File: config.mk
export PLATFORM = sky130hd
export DESIGN_NAME = move_to_front_coder
export DESIGN_NICKNAME = d
export VERILOG_FILES = /design/src/sv/mtf_pkg.sv /design/src/sv/mtf_cell.sv /design/src/sv/move_to_front_coder.sv
export VERILOG_INCLUDE_DIRS = /design/src /design/src/sv
export SDC_FILE = /design/constraint.sdc
export NUM_CORES = 1
export LEC_CHECK = 0
export BUFFER_PORTS_ARGS = -buffer_cell sky130_fd_sc_hd__clkbuf_2
export CORE_UTILIZATION = 55
export CTS_BUF_LIST = sky130_fd_sc_hd__clkbuf_8
export CTS_CLUSTER_SIZE = 25
export DETAILED_ROUTE_END_ITERATION = 10
export GPL_TIMING_DRIVEN = 1
export PLACE_DENSITY_LB_ADDON = 0.12
export SYNTH_ARGS = -nofsm -noshare
export SYNTH_HDL_FRONTEND = slang
export SYNTH_SLANG_ARGS = --single-unit
File: constraint.sdc
create_clock -name i_clk -period 4.6 [get_ports i_clk]
set_input_delay 0.46 -clock i_clk [delete_from_list [all_inputs] [get_ports i_clk]]
set_output_delay 0.46 -clock i_clk [all_outputs]
set_load 0.05 [all_outputs]
File: src/sv/move_to_front_coder_assert.svh
// Assertion macros for the move-to-front coder.
// Every check is clocked on i_clk and is off while i_rst_n is low.
`ifndef MOVE_TO_FRONT_CODER_ASSERT_SVH
`define MOVE_TO_FRONT_CODER_ASSERT_SVH

// Same-cycle implication.
`define MTF_ASSERT_NOW(lbl, ante, cons) \
    lbl: assert property (@(posedge i_clk) disable iff (!i_rst_n) (ante) |-> (cons)) \
        else $error("move_to_front_coder: assertion failed");

// Next-cycle implication.
`define MTF_ASSERT_NEXT(lbl, ante, cons) \
    lbl: assert property (@(posedge i_clk) disable iff (!i_rst_n) (ante) |=> (cons)) \
        else $error("move_to_front_coder: assertion failed");

`endif

File: src/sv/mtf_pkg.sv
package mtf_pkg;

    // Fixed field widths of the ports.
    localparam int SYMBOL_W = 5;
    localparam int CODE_W   = 5;

    // Per-cell control, driven by the top level.
    typedef struct packed {
        logic load;     // a word is accepted this cycle
        logic restore;  // use identity value instead of stored entry
        logic shift;    // take the neighbor's value
    } t_cell_ctl;

endpackage

File: src/sv/mtf_cell.sv
module mtf_cell #(
    parameter int ENTRY_W = 5
) (
    input  logic                 i_clk,
    input  logic                 i_rst_n,
    input  logic [ENTRY_W-1:0]   i_home,
    input  logic [ENTRY_W-1:0]   i_prev,
    input  logic [ENTRY_W-1:0]   i_key,
    input  mtf_pkg::t_cell_ctl   i_ctl,
    output logic [ENTRY_W-1:0]   o_cur,
    output logic [ENTRY_W-1:0]   o_stored,
    output logic                 o_hit
);

    logic [ENTRY_W-1:0] r_entry;
    logic [ENTRY_W-1:0] n_entry;

    // Current view of the entry, with a pending restore applied.
    assign o_cur    = i_ctl.restore ? i_home : r_entry;
    assign o_stored = r_entry;
    assign o_hit    = (o_cur == i_key);

    always_comb begin
        n_entry = r_entry;
        if (i_ctl.load) begin
            n_entry = i_ctl.shift ? i_prev : o_cur;
        end
    end

    always_ff @(posedge i_clk) begin
        if (!i_rst_n) begin
            r_entry <= i_home;
        end else begin
            r_entry <= n_entry;
        end
    end

endmodule

File: src/sv/move_to_front_coder.sv
// Channel | Direction | Handshake                  | Payload
// in      | input     | i_in_valid / o_in_ready    | i_symbol[4:0], i_first
// out     | output    | o_out_valid / i_out_ready  | o_code[4:0], o_invalid
// cfg     | input     | i_cfg_we (no wait)         | i_cfg_wdata (decode_mode)
//
// One word per cycle when not stalled; a result follows in the cycle after
// acceptance. The row of cells sets the rate: all compare and shift at once.
// Reset (synchronous, active low) loads identity order and selects encode mode.
// A stalled result holds in the output register; input is taken whenever that
// register is empty or being drained in the same cycle.
`include "move_to_front_coder_assert.svh"

module move_to_front_coder #(
    parameter int ALPHABET = 26
) (
    input  logic                          i_clk,
    input  logic                          i_rst_n,
    input  logic                          i_cfg_we,
    input  logic                          i_cfg_wdata,
    input  logic                          i_in_valid,
    output logic                          o_in_ready,
    input  logic [mtf_pkg::SYMBOL_W-1:0]  i_symbol,
    input  logic                          i_first,
    output logic                          o_out_valid,
    input  logic                          i_out_ready,
    output logic [mtf_pkg::CODE_W-1:0]    o_code,
    output logic                          o_invalid
);

    // Entry width follows the alphabet; comparisons use one bit more than the
    // wider of it and the symbol field, so ALPHABET itself always fits.
    localparam int W     = $clog2(ALPHABET);
    localparam int CMP_W = ((W > mtf_pkg::SYMBOL_W) ? W : mtf_pkg::SYMBOL_W) + 1;

    logic                          r_decode_mode;
    logic                          r_out_valid;
    logic [mtf_pkg::CODE_W-1:0]    r_code;
    logic                          r_invalid;
    logic [mtf_pkg::CODE_W-1:0]    n_code;

    logic                          accept;
    logic [CMP_W-1:0]              sym_ext;
    logic                          sym_ok;
    logic [W-1:0]                  key;
    logic [W-1:0]                  pos_enc;
    logic [W-1:0]                  pos;
    logic [W-1:0]                  sel_entry;
    logic [W-1:0]                  front_val;
    logic [CMP_W-1:0]              code_full;

    logic [W-1:0]                  cur    [ALPHABET];
    logic [W-1:0]                  stored [ALPHABET];
    logic [W-1:0]                  prev   [ALPHABET];
    logic [ALPHABET-1:0]           hit;
    mtf_pkg::t_cell_ctl            ctl    [ALPHABET];

    assign o_in_ready = !r_out_valid || i_out_ready;
    assign accept     = i_in_valid && o_in_ready;

    assign sym_ext = CMP_W'(i_symbol);
    assign sym_ok  = (sym_ext < CMP_W'(ALPHABET));
    assign key     = sym_ext[W-1:0];

    // Encode: position of the single matching cell (none found gives 0).
    always_comb begin
        pos_enc = '0;
        for (int i = 0; i < ALPHABET; i++) begin
            if (hit[i]) begin
                pos_enc = pos_enc | W'(i);
            end
        end
    end

    // Decode: the symbol is the position; read that cell.
    assign sel_entry = cur[key];
    assign pos       = r_decode_mode ? key : pos_enc;
    assign front_val = r_decode_mode ? sel_entry : key;

    assign code_full = r_decode_mode ? CMP_W'(sel_entry) : CMP_W'(pos_enc);
    assign n_code    = sym_ok ? code_full[mtf_pkg::CODE_W-1:0] : '0;

    // Row of cells: cell 0 takes the front value, each later cell takes its
    // left neighbor when it sits at or before the moved position.
    for (genvar g = 0; g < ALPHABET; g++) begin : g_cell
        if (g == 0) begin : g_head
            assign prev[g] = front_val;
        end else begin : g_body
            assign prev[g] = cur[g-1];
        end

        assign ctl[g].load    = accept;
        assign ctl[g].restore = i_first;
        assign ctl[g].shift   = sym_ok && (W'(g) <= pos);

        mtf_cell #(
            .ENTRY_W (W)
        ) u_cell (
            .i_clk    (i_clk),
            .i_rst_n  (i_rst_n),
            .i_home   (W'(g)),
            .i_prev   (prev[g]),
            .i_key    (key),
            .i_ctl    (ctl[g]),
            .o_cur    (cur[g]),
            .o_stored (stored[g]),
            .o_hit    (hit[g])
        );
    end

    always_ff @(posedge i_clk) begin
        if (!i_rst_n) begin
            r_decode_mode <= 1'b0;
            r_out_valid   <= 1'b0;
        end else begin
            if (i_cfg_we) begin
                r_decode_mode <= i_cfg_wdata;
            end
            if (accept) begin
                r_out_valid <= 1'b1;
            end else if (i_out_ready) begin
                r_out_valid <= 1'b0;
            end
        end
    end

    // Result payload, no reset needed.
    always_ff @(posedge i_clk) begin
        if (accept) begin
            r_code    <= n_code;
            r_invalid <= !sym_ok;
        end
    end

    assign o_out_valid = r_out_valid;
    assign o_code      = r_code;
    assign o_invalid   = r_invalid;

    // An invalid word always reports code 0.
    `MTF_ASSERT_NOW(a_invalid_code_zero, o_out_valid && o_invalid, o_code == '0)
    // Every accepted word produces a pending result.
    `MTF_ASSERT_NEXT(a_accept_gives_result, accept, o_out_valid)
    // A valid word leaves its symbol at the front of the list.
    `MTF_ASSERT_NEXT(a_front_updated, accept && sym_ok, stored[0] == $past(front_val))

endmodule

==> impl_metrics.ini, run 1 <==
[place]
io_buffers = 19
gp_congestion = 1.08
hpwl_um = 27700
preCtsSetupSlack_ns = 0.316

[detailed_routing]
ant_nets = 0
drt-wirelength-per-cell_um = 26.3
drt-initial-drc-count = 1388
via_per_inst = 7.13
wirelength_um = 37800
vias = 10263
dr.pass1.iters = 6
drc = 0

[clocking]
post_cts_buffers = 0
postCtsResizedCells = 0
htree_num_levels = 4
cts_buffers = 17
hold_buffers = 0
clockRootBuffer = clkbuf_8
cts_tree = done
clk_latency_ns = 0.48
clock-sinks = 138
clockBufferDepth = 2
clkTransAtPathRegs_ns = 0.08

[pwr]
power_leakage_nw = 3.68
p_sw_w = 0.00130
power_frac_seq_pct = 39.4
clock_power_share_pct = 30.9
power_frac_comb_pct = 29.7
p_per_area_nw_per_um2 = 327
p_sw_share_pct = 37.7
internal-power_w = 0.00214
vdd_ir_drop_max_mv = 0.279

[cells_and_area]
fin_nets = 1212
drive_gt1_share_pct = 14.8
syn2layout_area_growth_pct = 9.07
final_common_cell = dfxtp_1
most-common-layout-cells = dfxtp_1 (132), nor2_1 (110), nand2_1 (83), o21ai_0 (76), a21oi_1 (73)

[yosys]
yosysTopAreaCell = dfxtp_1
synth_top_family_by_area = compound AO/OA/AOI/OAI gates
ys.flop_type = dfxtp_1
synth_area_per_cell_um2 = 8.20
ys_seq_elements = 138
synth_warnings = 0
syn_nets = 1188
synth_edf_count = 6
synth.top_cells.by_area = dfxtp_1 (27%), xnor2_1 (4.4%), mux4_2 (4.4%)
synth_fa_ha_area_share_pct = 0
yosys.area_share.simple_pct = 19.6
synth_top_area_share_pct = 27.4
seq_area_frac_synth_pct = 29.3
synth_cells = 1176
mappedNetlistArea_um2 = 9650
synth-xor-area-share_pct = 6.26
synth_cell_types = 84
synth_mux_area_share_pct = 6.35
synth-compound-area-share_pct = 32.1
synthArstFlopShare_pct = 0

[global_routing]
grt_max_degree = 57
grt_pass1_wl_um = 57000
first_global_vias = 9242
overflow = 0
grt.total_usage_pct = 42.4
antenna_found_initial = 1

[sta]
skew_ns = 0.0182
hold_viol_final = 0
rsz0062_at_grt = no
setup_viol = 0
fin_crit_sh_pct = 87.2
drv_slew = 0
finalCriticalPeriod_ns = 4.01
finalSetupTns_ns = 0
relSlewSlack_pct = 27.7
fmax_mhz = 249
worst_pin_slew_ns = 1.08
layout_setup_ws_ns = 0.589

[critical_path]
timing.rr.end = g_cell[1].u_cell.o_stored[1]
slowest_delay_ns = 0.81
r2r-start = g_cell[23].u_cell.o_stored[3]
cp_num_buf_inv = 3
required_ns = 4.94
startpoint = i_symbol[1]
endpoint_kind = flip-flop
crit_path_start_kind = input pin
crit_type = in2reg
cp_data_arrival_time_ns = 4.35
crit_chain = buf_4 > buf_12 > nor2b_1 > a32oi_1 > o21ai_0 > o221ai_1 > nand3_1 > o41ai_4 > nor3_1 > a21oi_1 > a21oi_1 > buf_4 > o32ai_1
crit_family = simple AND/OR/NAND/NOR gates
worstRegToRegCells = 10
critical_path.slowest_cell = nor2b_1
cp_max_fo = 52
ff2ff_setup_slack_ns = 0.78

[die]
start_util_pct = 56.0
die_h_um = 134
coreArea_um2 = 17200
die-area_um2 = 18100
rows = 48
die_w_um = 134
pin_count = 20

[run_status]
status = completed

[min_path]
hold_path_class = in2reg
hold_depth = 3
hold_end = o_out_valid
min_from = i_in_valid

[job]
max_cap_viol_count = 0
Yosys cell counts (18+ instances only):
library cell / count
o21ai_0: 76
o22a_1: 18
a21oi_1: 73
clkbuf_1: 34
nor3_1: 39
xor2_1: 20
dfxtp_1: 132
buf_2: 18
a211oi_1: 20
a22o_1: 21
a32oi_1: 23
o22ai_1: 31
nor2b_1: 42
nor2_1: 110
nand3_1: 33
inv_1: 40
mux4_2: 19
xnor2_1: 49
nand2_1: 83
cell type report:
cell class	instances	area [µm²]
fillers	1532	6710
multi-input cells	911	6200
flip-flops and latches	138	2820
repair buffers	89	638
well taps	225	282
clock buffers	20	275
inverters	43	161
clock inverters	12	136
diodes	1	2.50
per-stage QoR:
| stage | utilization (%) | cells | total power (W) | hold WS (ns) | cell area (µm²) |
|---|---|---|---|---|---|
| CTS | 61.0 | 1438 | 0.00340 | 0.201 | 10500 |
| global placement | 58.6 | 1406 | 0.00235 | 0.443 | 10100 |
| detailed placement | 58.6 | 1406 | 0.00235 | 0.441 | 10100 |
| floorplan | - | 1176 | 0.00201 | 0.427 | 9650 |
| finish | 61.0 | 1439 | 0.00344 | 0.212 | 10500 |
| global route | 61.0 | 1438 | 0.00354 | 0.220 | 10500 |
power groups by stage:
stage | clock (W) | sequential, W | combinational [W]
3_3_place_gp | 0 | 0.00138 | 0.000970
4_1_cts | 0.00107 | 0.00135 | 0.000979
2_1_floorplan | 0 | 0.00137 | 0.000640
3_5_place_dp | 0 | 0.00138 | 0.000974
6_report | 0.00106 | 0.00136 | 0.00102
5_1_grt | 0.00112 | 0.00136 | 0.00106
per-layer routing:
| metal | wire length [µm] | GRT usage [%] |
|---|---|---|
| met4 | 2290 | 22.6 |
| met1 | 15100 | 57.8 |
| met5 | 0 | 0 |
| met2 | 15400 | 60.0 |
| met3 | 4970 | 12.1 |
how the worst max path moves through the flow:
stage / endpoint / slack (ns) / cells past startpoint
after CTS: g_cell[14].u_cell.o_stored[0] / 0.81 / 13
after global placement: g_cell[25].u_cell.o_stored[1] / 0.33 / 13
after floorplan: g_cell[1].u_cell.o_stored[0] / 1.21 / 12
after detailed placement: g_cell[25].u_cell.o_stored[1] / 0.32 / 13
final: g_cell[14].u_cell.o_stored[0] / 0.59 / 13
after global routing: g_cell[25].u_cell.o_stored[4] / 0.52 / 12
sequential cells by signal, summed over array words and instances, names as in the netlist:
name,count
g_cell.u_cell.o_stored,130
o_out_valid,1
o_invalid,1
r_decode_mode,1
o_code,5
logic make-up after synthesis:
kind of cell / count (synthesis)
xor+xnor: 69
buf+inv: 127
mux: 37
flops: 138
simple gates: 378
compound gates: 427
tightest hold or removal path, delay by kind of cell:
family,cells,cell delay [ns]
AOI/OAI and AO/OA,1,0.05
buffers and inverters,2,0.14
Note: power is estimated with default switching activity, not from simulation.
==> inputs of run 2 (changes only) <==
==> constraint.sdc (replaced) <==
create_clock -name i_clk -period 4.6 [get_ports i_clk]
set_input_delay 0.92 -clock i_clk [delete_from_list [all_inputs] [get_ports i_clk]]
set_output_delay 0.92 -clock i_clk [all_outputs]
set_load 0.05 [all_outputs]
==> run 2 against run 1 <==
  * Count of clock-buffer cells in the layout fell by 2
  * Final area rose by 2.2%
  * Sequential share of layout area fell by 0.59 points
  * Critical path depth did not move
  * Non-clock buffer count rose by 32
  * Wire length rose by 3.1%
  * Maximum frequency fell by 5.8%
  * Largest power group unchanged
==> impl_metrics.ini, run 2 (synthesis results as in run 1) <==
[clocking]
clockRootBuffer = clkbuf_8
post_cts_buffers = 0
clock-sinks = 138
clk_latency_ns = 0.48
cts_tree = done
postCtsResizedCells = 0
htree_num_levels = 4
clockBufferDepth = 2
hold_buffers = 0
cts_buffers = 17
clkTransAtPathRegs_ns = 0.09

[critical_path]
slowest_delay_ns = 0.59
endpoint_kind = flip-flop
crit_family = compound AO/OA/AOI/OAI gates
startpoint = i_first
cp_num_buf_inv = 3
cp_max_fo = 22
r2r-start = g_cell[23].u_cell.o_stored[3]
cp_common_cell = buf_4
required_ns = 4.97
critical_path.slowest_cell = o21ai_0
crit_type = in2reg
crit_chain = buf_4 > or2_0 > buf_4 > nor3_1 > a311o_1 > and3_1 > nand3b_1 > o31ai_1 > buf_4 > nand2_2 > o21ai_0 > a21oi_1 > o32a_1
cp_data_arrival_time_ns = 4.62
crit_path_start_kind = input pin

[detailed_routing]
via_per_inst = 7.08
drc = 0
ant_nets = 0
vias = 10418
drt-wirelength-per-cell_um = 26.5
dr.pass1.iters = 6
wirelength_um = 39000
drt-initial-drc-count = 1336

[place]
dpl_cell_area_um2 = 10400
gp_congestion = 0.985
hpwl_um = 29100
io_buffers = 19
preCtsSetupSlack_ns = 0.00310

[sta]
rsz0062_at_grt = no
worst_pin_slew_ns = 0.909
skew_ns = 0.0134
hold_viol_final = 0
drv_slew = 0
finalCriticalPeriod_ns = 4.26
relSlewSlack_pct = 39.0
fin_crit_sh_pct = 92.5
fmax_mhz = 235
hold_ws_ns = 0.470
layout_setup_ws_ns = 0.343
setup_viol = 0
finalSetupTns_ns = 0

[pwr]
power_leakage_nw = 3.84
p_per_area_nw_per_um2 = 319
vdd_ir_drop_max_mv = 0.223

[die]
start_util_pct = 56.0
die_w_um = 134
die_h_um = 134
coreArea_um2 = 17200
pin_count = 20
rows = 48
die-area_um2 = 18100

[min_path]
hold_path_class = reg2reg
min_from = g_cell[0].u_cell.o_stored[0]

[cells_and_area]
syn2layout_area_growth_pct = 11.5
fillers = 1563
fin_nets = 1244
largest_reg_flops = 130
final_area_um2 = 10800
drive_gt1_share_pct = 16.9
most-common-layout-cells = dfxtp_1 (132), nor2_1 (110), buf_4 (100), nand2_1 (83), o21ai_0 (76)
final_common_cell = dfxtp_1

[global_routing]
grt_max_degree = 71
first_global_vias = 9425
grt_pass1_wl_um = 57900
overflow = 0
antenna_found_initial = 1
grt.total_usage_pct = 43.5

[run_status]
status = completed

[job]
max_cap_viol_count = 0
run 2: path summary, 6_finish.rpt:
kind | to | slack (ns) | depth (start not counted)
hold reg to reg | g_cell[0].u_cell.o_stored[0] | 0.47 | 2
hold / removal | g_cell[0].u_cell.o_stored[0] | 0.47 | 2
setup / recovery | g_cell[6].u_cell.o_stored[2] | 0.34 | 13
setup reg to reg | g_cell[17].u_cell.o_stored[4] | 0.96 | 10
run 2: final cells by class:
class	instances	area, µm²	share of cell area [%]
clock inverter	14	121	1.13
multi-input combinational	911	6200	57.7
antenna	1	2.50	0.0233
clock buffer	18	248	2.30
inverter	43	161	1.50
tap	225	282	2.62
timing repair buffer	121	916	8.51
sequential	138	2820	26.2
run 2: power breakdown:
group          leakage, nW  switching [W]  internal, W
clock network        0.196       0.000543     0.000444
logic                 2.51       0.000699     0.000387
registers             1.13      0.0000871      0.00127
total                 3.84        0.00133      0.00210
run 2: tightest hold or removal path: stages (launching register included):
cell,delay [ns]
dfxtp_1,0.32
nand2_1,0.05
a21oi_1,0.06
run 2: metrics by stage:
step,utilization (%),total power (W),cells
finish,62.4,0.00343,1471
CTS,62.4,0.00338,1470
detailed placement,60.3,0.00241,1438
floorplan,-,0.00201,1176
global route,62.4,0.00353,1470
global placement,60.3,0.00241,1438
run 2: routing by layer:
| metal | part of all wire [%] | GRT usage [%] |
|---|---|---|
| met4 | 5.1 | 21.3 |
| met3 | 14 | 13.2 |
| met2 | 41 | 62.5 |
| met5 | 0 | 0 |
| met1 | 40 | 58.9 |
